$ cat config.mk
export PLATFORM = sky130hd
export DESIGN_NAME = terminal_line_editor
export DESIGN_NICKNAME = d
export VERILOG_FILES = /design/src/sv/tle_pkg.sv /design/src/sv/tle_front.sv /design/src/sv/tle_queue.sv /design/src/sv/tle_back.sv /design/src/sv/terminal_line_editor.sv
export SDC_FILE = /design/constraint.sdc
export NUM_CORES = 2
export LEC_CHECK = 0
export ABC_CLOCK_PERIOD_IN_PS = 11150
export BUFFER_PORTS_ARGS = -buffer_cell sky130_fd_sc_hd__buf_2
export CAP_MARGIN = 10
export CORE_UTILIZATION = 58
export CTS_CLUSTER_DIAMETER = 50
export DETAILED_ROUTE_END_ITERATION = 10
export MAX_ROUTING_LAYER = met4
export PLACE_DENSITY = 0.71
export SYNTH_ARGS = -nofsm -noshare
export SYNTH_HDL_FRONTEND = slang
export SYNTH_HIERARCHICAL = 1
export SYNTH_SLANG_ARGS = --single-unit
$ cat constraint.sdc
create_clock -name clk -period 11.15 [get_ports clk]
set_input_delay 1.115 -clock clk [delete_from_list [all_inputs] [get_ports clk]]
set_output_delay 1.115 -clock clk [all_outputs]
set_load 0.01 [all_outputs]
$ cat src/sv/tle_pkg.sv
// ----------------------------------------------------------------------------
// tle_pkg
// Shared types and constants for the terminal line editor.
// ----------------------------------------------------------------------------
package tle_pkg;

  // default line buffer depth
  localparam int LINE_LEN_DEF = 64;

  // field widths fixed by the interface
  localparam int BYTE_W = 8;
  localparam int IDX_W  = 6;
  localparam int LEN_W  = 7;

  // control characters
  localparam logic [BYTE_W-1:0] CH_BREAK = 8'h03;
  localparam logic [BYTE_W-1:0] CH_BS    = 8'h08;
  localparam logic [BYTE_W-1:0] CH_SPACE = 8'h20;
  localparam logic [BYTE_W-1:0] CH_KILL  = 8'h15;
  localparam logic [BYTE_W-1:0] CH_DEL   = 8'h7F;
  localparam logic [BYTE_W-1:0] CH_CR    = 8'h0D;
  localparam logic [BYTE_W-1:0] CH_LF    = 8'h0A;

  // command field codes
  localparam logic CMD_RX   = 1'b0;
  localparam logic CMD_READ = 1'b1;

  // queue between classifier and sequencer
  localparam int Q_DEPTH = 2;
  localparam int Q_AW    = $clog2(Q_DEPTH);
  localparam int Q_CW    = $clog2(Q_DEPTH + 1);

  // operation class decided by the front end
  typedef enum logic [2:0] {
    OP_READ,
    OP_BREAK,
    OP_BS,
    OP_DEL,
    OP_KILL,
    OP_CR,
    OP_LF,
    OP_CHAR
  } op_t;

  typedef struct packed {
    op_t               op;
    logic [BYTE_W-1:0] ch;
    logic [IDX_W-1:0]  idx;
  } qent_t;

endpackage

$ cat src/sv/tle_front.sv
// ----------------------------------------------------------------------------
// tle_front
// Classifies each incoming item into an operation and pushes it to the queue.
// ----------------------------------------------------------------------------
module tle_front (
  input  logic                  in_valid,
  input  logic                  in_cmd,
  input  logic [7:0]            in_rx_byte,
  input  logic [5:0]            in_read_index,
  output logic                  push_valid,
  output tle_pkg::qent_t        push_ent
);
  import tle_pkg::*;

  op_t op;

  always_comb begin
    if (in_cmd == CMD_READ) begin
      op = OP_READ;
    end else begin
      case (in_rx_byte)
        CH_BREAK: op = OP_BREAK;
        CH_BS:    op = OP_BS;
        CH_DEL:   op = OP_DEL;
        CH_KILL:  op = OP_KILL;
        CH_CR:    op = OP_CR;
        CH_LF:    op = OP_LF;
        default:  op = OP_CHAR;
      endcase
    end
  end

  assign push_valid   = in_valid;
  assign push_ent.op  = op;
  assign push_ent.ch  = in_rx_byte;
  assign push_ent.idx = in_read_index;

endmodule

$ cat src/sv/tle_queue.sv
// ----------------------------------------------------------------------------
// tle_queue
// Short FIFO that decouples the classifier from the result sequencer.
// ----------------------------------------------------------------------------
module tle_queue (
  input  logic           clk,
  input  logic           rst_n,
  input  logic           push_valid,
  input  tle_pkg::qent_t push_ent,
  output logic           full,
  output logic           pop_valid,
  input  logic           pop_ready,
  output tle_pkg::qent_t pop_ent
);
  import tle_pkg::*;

  qent_t           ent_r [Q_DEPTH];
  logic [Q_AW-1:0] wr_ptr_r, wr_ptr_nxt;
  logic [Q_AW-1:0] rd_ptr_r, rd_ptr_nxt;
  logic [Q_CW-1:0] count_r, count_nxt;
  logic            push, pop;

  assign full      = (count_r == Q_CW'(Q_DEPTH));
  assign pop_valid = (count_r != '0);
  assign push      = push_valid && !full;
  assign pop       = pop_ready && pop_valid;
  assign pop_ent   = ent_r[rd_ptr_r];

  always_comb begin
    wr_ptr_nxt = wr_ptr_r;
    rd_ptr_nxt = rd_ptr_r;
    count_nxt  = count_r;
    if (push) begin
      wr_ptr_nxt = (wr_ptr_r == Q_AW'(Q_DEPTH - 1)) ? '0 : wr_ptr_r + Q_AW'(1);
    end
    if (pop) begin
      rd_ptr_nxt = (rd_ptr_r == Q_AW'(Q_DEPTH - 1)) ? '0 : rd_ptr_r + Q_AW'(1);
    end
    if (push && !pop) begin
      count_nxt = count_r + Q_CW'(1);
    end else if (pop && !push) begin
      count_nxt = count_r - Q_CW'(1);
    end
  end

  always_ff @(posedge clk) begin
    if (!rst_n) begin
      wr_ptr_r <= '0;
      rd_ptr_r <= '0;
      count_r  <= '0;
    end else begin
      wr_ptr_r <= wr_ptr_nxt;
      rd_ptr_r <= rd_ptr_nxt;
      count_r  <= count_nxt;
    end
  end

  always_ff @(posedge clk) begin
    if (push) begin
      ent_r[wr_ptr_r] <= push_ent;
    end
  end

endmodule

$ cat src/sv/tle_back.sv
// ----------------------------------------------------------------------------
// tle_back
// Executes queued operations: line edit state, line memory, result sequencing.
// ----------------------------------------------------------------------------
module tle_back #(
  parameter int LINE_LEN = tle_pkg::LINE_LEN_DEF
) (
  input  logic           clk,
  input  logic           rst_n,
  input  logic           pop_valid,
  output logic           pop_ready,
  input  tle_pkg::qent_t pop_ent,
  output logic           out_valid,
  input  logic           out_stall,
  output logic           out_echo_valid,
  output logic [7:0]     out_echo_byte,
  output logic           out_break_event,
  output logic           out_line_done,
  output logic [6:0]     out_line_length,
  output logic           out_overflow,
  output logic [7:0]     out_read_data,
  output logic           out_last
);
  import tle_pkg::*;

  localparam int PW        = $clog2(LINE_LEN);
  // address is {bank, position}, so each bank spans the full position range
  localparam int MEM_DEPTH = 2 ** (PW + 1);

  typedef enum logic {S_IDLE, S_SEQ} state_t;

  // resolved action for the sequencer
  typedef enum logic [3:0] {
    A_READ, A_BREAK, A_NONE, A_OVF, A_BS, A_DEL, A_KILL, A_CHAR, A_CR, A_LF
  } act_t;

  state_t            state_r, state_nxt;
  act_t              act_r, act_nxt;
  logic [PW-1:0]     cnt_r, cnt_nxt;
  logic [BYTE_W-1:0] ch_r, ch_nxt;
  logic              rd_ok_r, rd_ok_nxt;
  logic [LEN_W-1:0]  prev_len_r, prev_len_nxt;
  logic [PW-1:0]     cursor_r, cursor_nxt;
  logic [LEN_W-1:0]  len_r, len_nxt;
  logic              bank_r, bank_nxt;

  logic              ov_r, ov_nxt;
  logic              o_ev_r, o_ev_nxt;
  logic [BYTE_W-1:0] o_eb_r, o_eb_nxt;
  logic              o_brk_r, o_brk_nxt;
  logic              o_done_r, o_done_nxt;
  logic [LEN_W-1:0]  o_len_r, o_len_nxt;
  logic              o_ovf_r, o_ovf_nxt;
  logic [BYTE_W-1:0] o_rd_r, o_rd_nxt;
  logic              o_last_r, o_last_nxt;

  // two banks: one being edited, the other holds the completed line
  logic [BYTE_W-1:0] mem [MEM_DEPTH];
  logic [BYTE_W-1:0] mem_q;
  logic              mem_we, mem_re;
  logic [PW:0]       mem_wa, mem_ra;
  logic [BYTE_W-1:0] mem_wd;

  logic              out_ready;

  assign out_ready = !ov_r || !out_stall;
  assign pop_ready = (state_r == S_IDLE);

  always_comb begin
    state_nxt    = state_r;
    act_nxt      = act_r;
    cnt_nxt      = cnt_r;
    ch_nxt       = ch_r;
    rd_ok_nxt    = rd_ok_r;
    prev_len_nxt = prev_len_r;
    cursor_nxt   = cursor_r;
    len_nxt      = len_r;
    bank_nxt     = bank_r;
    ov_nxt       = ov_r && out_stall;
    o_ev_nxt     = o_ev_r;
    o_eb_nxt     = o_eb_r;
    o_brk_nxt    = o_brk_r;
    o_done_nxt   = o_done_r;
    o_len_nxt    = o_len_r;
    o_ovf_nxt    = o_ovf_r;
    o_rd_nxt     = o_rd_r;
    o_last_nxt   = o_last_r;
    mem_we       = 1'b0;
    mem_wa       = {bank_r, cursor_r};
    mem_wd       = CH_LF;
    mem_re       = 1'b0;
    mem_ra       = {~bank_r, pop_ent.idx[PW-1:0]};

    case (state_r)
      S_IDLE: begin
        if (pop_valid) begin
          state_nxt = S_SEQ;
          ch_nxt    = pop_ent.ch;
          cnt_nxt   = PW'(1);
          case (pop_ent.op)
            OP_READ: begin
              act_nxt   = A_READ;
              rd_ok_nxt = (LEN_W'(pop_ent.idx) < len_r);
              mem_re    = 1'b1;
            end
            OP_BREAK: begin
              act_nxt    = A_BREAK;
              cursor_nxt = '0;
            end
            OP_BS, OP_DEL: begin
              if (cursor_r != '0) begin
                act_nxt    = (pop_ent.op == OP_BS) ? A_BS : A_DEL;
                cnt_nxt    = (pop_ent.op == OP_BS) ? PW'(3) : PW'(1);
                cursor_nxt = cursor_r - PW'(1);
              end else begin
                act_nxt = A_NONE;
              end
            end
            OP_KILL: begin
              if (cursor_r != '0) begin
                act_nxt    = A_KILL;
                cnt_nxt    = cursor_r;
                cursor_nxt = '0;
              end else begin
                act_nxt = A_NONE;
              end
            end
            OP_CR, OP_LF: begin
              // commit: store LF, then swap banks
              act_nxt      = (pop_ent.op == OP_CR) ? A_CR : A_LF;
              cnt_nxt      = (pop_ent.op == OP_CR) ? PW'(2) : PW'(1);
              mem_we       = 1'b1;
              prev_len_nxt = len_r;
              len_nxt      = LEN_W'(cursor_r) + LEN_W'(1);
              bank_nxt     = ~bank_r;
              cursor_nxt   = '0;
            end
            default: begin
              if (cursor_r == PW'(LINE_LEN - 1)) begin
                act_nxt = A_OVF;
              end else begin
                act_nxt    = A_CHAR;
                mem_we     = 1'b1;
                mem_wd     = pop_ent.ch;
                cursor_nxt = cursor_r + PW'(1);
              end
            end
          endcase
        end
      end

      S_SEQ: begin
        if (out_ready) begin
          ov_nxt     = 1'b1;
          o_ev_nxt   = 1'b0;
          o_eb_nxt   = '0;
          o_brk_nxt  = 1'b0;
          o_done_nxt = 1'b0;
          o_len_nxt  = len_r;
          o_ovf_nxt  = 1'b0;
          o_rd_nxt   = '0;
          o_last_nxt = (cnt_r == PW'(1));
          case (act_r)
            A_READ:  o_rd_nxt  = rd_ok_r ? mem_q : '0;
            A_BREAK: o_brk_nxt = 1'b1;
            A_OVF:   o_ovf_nxt = 1'b1;
            A_BS: begin
              o_ev_nxt = 1'b1;
              o_eb_nxt = (cnt_r == PW'(2)) ? CH_SPACE : CH_BS;
            end
            A_DEL, A_KILL: begin
              o_ev_nxt = 1'b1;
              o_eb_nxt = CH_DEL;
            end
            A_CHAR: begin
              o_ev_nxt = 1'b1;
              o_eb_nxt = ch_r;
            end
            A_CR: begin
              o_ev_nxt = 1'b1;
              if (cnt_r == PW'(2)) begin
                // CR echo still reports the previous line length
                o_eb_nxt  = ch_r;
                o_len_nxt = prev_len_r;
              end else begin
                o_eb_nxt   = CH_LF;
                o_done_nxt = 1'b1;
              end
            end
            A_LF: begin
              o_ev_nxt   = 1'b1;
              o_eb_nxt   = CH_LF;
              o_done_nxt = 1'b1;
            end
            default: ;
          endcase
          cnt_nxt = cnt_r - PW'(1);
          if (cnt_r == PW'(1)) begin
            state_nxt = S_IDLE;
          end
        end
      end

      default: state_nxt = S_IDLE;
    endcase
  end

  always_ff @(posedge clk) begin
    if (!rst_n) begin
      state_r  <= S_IDLE;
      cursor_r <= '0;
      len_r    <= '0;
      bank_r   <= 1'b0;
      ov_r     <= 1'b0;
    end else begin
      state_r  <= state_nxt;
      cursor_r <= cursor_nxt;
      len_r    <= len_nxt;
      bank_r   <= bank_nxt;
      ov_r     <= ov_nxt;
    end
    act_r      <= act_nxt;
    cnt_r      <= cnt_nxt;
    ch_r       <= ch_nxt;
    rd_ok_r    <= rd_ok_nxt;
    prev_len_r <= prev_len_nxt;
    o_ev_r     <= o_ev_nxt;
    o_eb_r     <= o_eb_nxt;
    o_brk_r    <= o_brk_nxt;
    o_done_r   <= o_done_nxt;
    o_len_r    <= o_len_nxt;
    o_ovf_r    <= o_ovf_nxt;
    o_rd_r     <= o_rd_nxt;
    o_last_r   <= o_last_nxt;
  end

  always_ff @(posedge clk) begin
    if (mem_we) begin
      mem[mem_wa] <= mem_wd;
    end
    if (mem_re) begin
      mem_q <= mem[mem_ra];
    end
  end

  assign out_valid       = ov_r;
  assign out_echo_valid  = o_ev_r;
  assign out_echo_byte   = o_eb_r;
  assign out_break_event = o_brk_r;
  assign out_line_done   = o_done_r;
  assign out_line_length = o_len_r;
  assign out_overflow    = o_ovf_r;
  assign out_read_data   = o_rd_r;
  assign out_last        = o_last_r;

endmodule

$ cat src/sv/terminal_line_editor.sv
// ----------------------------------------------------------------------------
// terminal_line_editor
// Canonical-mode line discipline: edits a received line, emits echo bytes
// and status, and serves reads of the last completed line.
// ----------------------------------------------------------------------------
// Each accepted item produces one or more result transfers, the last one
// flagged by out_last: one for most bytes, two for CR, three for backspace,
// and up to LINE_LEN - 1 for Ctrl-U on a full line (one 7F echo per buffered
// character). An item is registered in the queue, then taken into the
// sequencer, which emits one result per cycle through its output register
// unless out_stall holds a pending result, and takes no new item until the
// current one is done. The input side keeps accepting into a
// two-entry queue while the back end works, so up to two items can wait.
// Committing a line (CR or LF) costs no copy: the line memory has two banks,
// and the bank being edited becomes the completed line by a bank swap.
// Read commands (in_cmd = 1) return one byte of the completed line, or 0 at
// or past its length. Any byte that would be stored other than as LF,
// arriving with LINE_LEN-1 characters buffered, is dropped and reported
// through out_overflow without an echo.
// No clearing pass is needed after reset.
// ----------------------------------------------------------------------------
module terminal_line_editor #(
  parameter int LINE_LEN = tle_pkg::LINE_LEN_DEF
) (
  input  logic       clk,
  input  logic       rst_n,
  // input channel
  input  logic       in_valid,
  output logic       in_stall,
  input  logic       in_cmd,
  input  logic [7:0] in_rx_byte,
  input  logic [5:0] in_read_index,
  // result channel
  output logic       out_valid,
  input  logic       out_stall,
  output logic       out_echo_valid,
  output logic [7:0] out_echo_byte,
  output logic       out_break_event,
  output logic       out_line_done,
  output logic [6:0] out_line_length,
  output logic       out_overflow,
  output logic [7:0] out_read_data,
  output logic       out_last
);
  import tle_pkg::*;

  logic  push_valid;
  qent_t push_ent;
  logic  q_full;
  logic  pop_valid;
  logic  pop_ready;
  qent_t pop_ent;

  // the input transfer completes whenever the queue has room
  assign in_stall = q_full;

  // front end: classify the byte or read command
  tle_front u_front (
    .in_valid      (in_valid),
    .in_cmd        (in_cmd),
    .in_rx_byte    (in_rx_byte),
    .in_read_index (in_read_index),
    .push_valid    (push_valid),
    .push_ent      (push_ent)
  );

  // decoupling queue
  tle_queue u_queue (
    .clk        (clk),
    .rst_n      (rst_n),
    .push_valid (push_valid),
    .push_ent   (push_ent),
    .full       (q_full),
    .pop_valid  (pop_valid),
    .pop_ready  (pop_ready),
    .pop_ent    (pop_ent)
  );

  // back end: line state, line memory and result sequencer
  tle_back #(
    .LINE_LEN (LINE_LEN)
  ) u_back (
    .clk             (clk),
    .rst_n           (rst_n),
    .pop_valid       (pop_valid),
    .pop_ready       (pop_ready),
    .pop_ent         (pop_ent),
    .out_valid       (out_valid),
    .out_stall       (out_stall),
    .out_echo_valid  (out_echo_valid),
    .out_echo_byte   (out_echo_byte),
    .out_break_event (out_break_event),
    .out_line_done   (out_line_done),
    .out_line_length (out_line_length),
    .out_overflow    (out_overflow),
    .out_read_data   (out_read_data),
    .out_last        (out_last)
  );

endmodule
==> results.md <==
- Outcome: finished, final reports clean
- Die Wd: 280.2 um
- CTS resizes: 0
- Die area: 0.07852 mm2
- Initial drt markers: 2640
- CP max FO: 59
- GRT Util Overall: 26.90%
- Final core utilization: 65.51%
- CTS root buf: clkbuf_16
- Clk slew on worst S/H paths: 0.07 ns
- Skew-Pair Late Insertion Delay: 0.68 ns
- CTS Hold Bufs: 0
- CTS sink count: between 1000 and 1500
- Largest net degree at the start of global routing: 137
- Mapped Area: 0.04489 mm2
- Commonest non-fill, non-tap cell in the layout: edfxtp_1
- Initial Util: 58.91%
- Avg Synthesized Cell Area: between 15 and 20 um2
- Post-Syn Nets: 2411
- Max clock buf depth: 3
- CTS H-tree lvls: 3
- Sum Neg Setup Slack: 0 ns
- Syn Inst Count: 2376
- Final slew viol count: 0
- Die H: 280.2 um
- Antenna violations before repair: 3
- Antenna Violating Nets Remaining: 0
- CP startpoint kind: flop
- DR WL/cell: 28.20 um
- RSZ-0062 raised after global routing: false
- # DRC: 0
- Final hold violation count: 0
- Multi-input logic area: 0.01013 mm2
- Pre-Repair DR Iteration Count: 6
- Fillers: 4919
- Setup violators final: 0
- Layout net count: 2467
- Power Dens Cells: 219.3 mW/mm2
- CTS Buf Count: ~110
- Crit path time final: 5.004 ns
- Yosys cell types: 64
- Slew at the pin closest to its max-slew limit: 1.224 ns
- Storage element area: between 0.03 and 0.04 mm2
- Vias/cell: ~6.5
- Vias: between 20000 and 25000
- P&R area growth vs syn: 11.20%
- Post-Route Skew: 0.02483 ns
- Total core area: between 0.07 and 0.08 mm2
- Hold WC Path Type: reg2reg
- Critical path type: reg2reg
- Drt total wl: around 100 mm
- Worst EP arrival: 5.42 ns
- Hold WS: 0.4332 ns
- First-pass GRT wire length: about 150 mm
- Vias in the first global route: 22710
- Placer congestion estimate: 0.8466
- Post-synth EDFFs: around 1100
- Setup crit end kind: flop
- Max_slew headroom: 18.41%
- # diodes: 0
- Post-CTS Setup Bufs: 0
- I/O pins: between 40 and 50
- IO Port Bufs: between 40 and 50
- Number of synthesized register bits: about 1100
- Row Count: 101
- Layout cells sized above 1: 19.49%
- Max frequency: 0.1999 GHz
- Register area share after synthesis: 75.85%
- Worst EP required: 11.57 ns
- Yosys Warn Count: 6
- TritonCTS clock tree: yes
- Total power: 10.95 mW
- Tcrit/Tclk final: 44.88%
- Most frequent cells in the layout: 1120 x edfxtp_1, 192 x mux4_2, 160 x nor2_1, 144 x nand2_1, 128 x mux2i_1
- FFs w/ async S/R, synth: 0%
- DP Wirelength: 59.10 mm
- Top FF cell, synth: edfxtp_1
- Grt ovf: 0
- VDD IR max: 0.1601 mV
- Max capacitance violation total: 0
- Leak Pwr: 15.97 nW
## metal layers
metal	track usage (%)	routed length, um
met5	-	0
met4	8.239	2674
met3	4.297	9885
met2	40.90	48140
met1	38.02	39690
## flip-flops by register name, indices dropped and copies added, names as in the netlist, 2 cells and up, named ones only
| name | cells |
|---|---|
| u_back/mem | 1024 |
| u_queue/count_r | 2 |
| u_back/ch_r | 8 |
| u_back/act_r | 4 |
| u_back/cnt_r | 6 |
| u_back/out_echo_byte | 8 |
| u_back/out_line_length | 7 |
| u_back/len_r | 7 |
| u_back/prev_len_r | 7 |
| u_back/cursor_r | 6 |
| u_queue/ent_r | 34 |
| u_back/out_read_data | 8 |
| u_back/mem_q | 8 |
## critical path: stages (launching register included)
cell	delay, ns
dfxtp_1	0.84
mux2_8	0.75
buf_4	0.83
buf_4	0.87
mux4_2	0.60
a211oi_1	0.27
nand2_1	0.20
nand2_1	0.16
nor4_2	0.06
## worst paths after layout
path                         from              endpoint  slack, ns  cells after the start
setup / recovery             flop       u_back/mem_q[5]       6.15                      8
hold / removal    u_back/len_r[2]  u_back/prev_len_r[2]       0.43                      0
setup reg to reg             flop       u_back/mem_q[5]       6.15                      8
hold reg to reg   u_back/len_r[2]  u_back/prev_len_r[2]       0.43                      0
## cell families (layout without fill, tap and decap cells)
logic type	after synthesis	count (layout)	share of synthesized area, %
flip-flops	1141	1141	75.85
AND/OR/NAND/NOR	435	435	4.484
XOR/XNOR	15	15	0.2926
AO/OA/AOI/OAI	270	270	4.116
buffers and inverters	160	314	1.831
adder cells (fa/ha/maj)	16	16	0.4626
multiplexers	339	339	12.96
## synthesized netlist by cell type (all sizes together) (2+ instances only)
| cell type | n | share of area [%] |
|---|---|---|
| edfxtp | 1120 | 75 |
| mux4 | 192 | 9.6 |
| nor2 | 161 | 1.3 |
| nand2 | 145 | 1.2 |
| mux2i | 128 | 2.9 |
| buf | 88 | 1.2 |
| a211oi | 65 | 1.1 |
| a22oi | 64 | 1.1 |
| o22ai | 59 | 0.82 |
| clkbuf | 51 | 0.43 |
| o21ai | 33 | 0.37 |
| a21oi | 22 | 0.25 |
| and2 | 21 | 0.29 |
| dfxtp | 21 | 0.94 |
| nor3 | 21 | 0.25 |
| inv | 20 | 0.17 |
| nand3 | 20 | 0.22 |
| mux2 | 19 | 0.48 |
| nor4 | 19 | 0.42 |
| ha | 15 | 0.42 |
| nand2b | 12 | 0.17 |
| xnor2 | 11 | 0.21 |
| a21o | 8 | 0.13 |
| nor2b | 8 | 0.11 |
| or3 | 6 | 0.095 |
| a21boi | 5 | 0.084 |
| nand4 | 5 | 0.070 |
| nand3b | 4 | 0.067 |
| xor2 | 4 | 0.078 |
| o21bai | 3 | 0.050 |
| or2 | 3 | 0.042 |
| or4 | 3 | 0.059 |
| o21a | 2 | 0.033 |
| or3b | 2 | 0.039 |
## cell type report
cell class | count | area share (%)
clock buffers | 148 | 6.223
clock inverters | 65 | 1.551
inverters | 21 | 0.1579
multi-input cells | 1075 | 20.29
flip-flops and latches | 1141 | 68.21
well taps | 1030 | 2.582
repair buffers | 80 | 0.9875
## power by group
group,switching (mW),leakage (nW),internal (mW),total [mW]
combinational,1.24,3.85,0.758,2.00
clock,1.55,1.89,2.37,3.93
sequential,0.0991,10.2,4.92,5.02
## through the flow
step                std cells  setup slack, ns  cell area [um2]
floorplan                2376            7.329            44890
global placement         3347            6.074            46040
detailed placement       3347            5.995            46040
CTS                      3560            5.995            49920
global route             3560            5.717            49920
finish                   3560            6.146            49920
No activity file was read; power rests on OpenSTA's default activity.
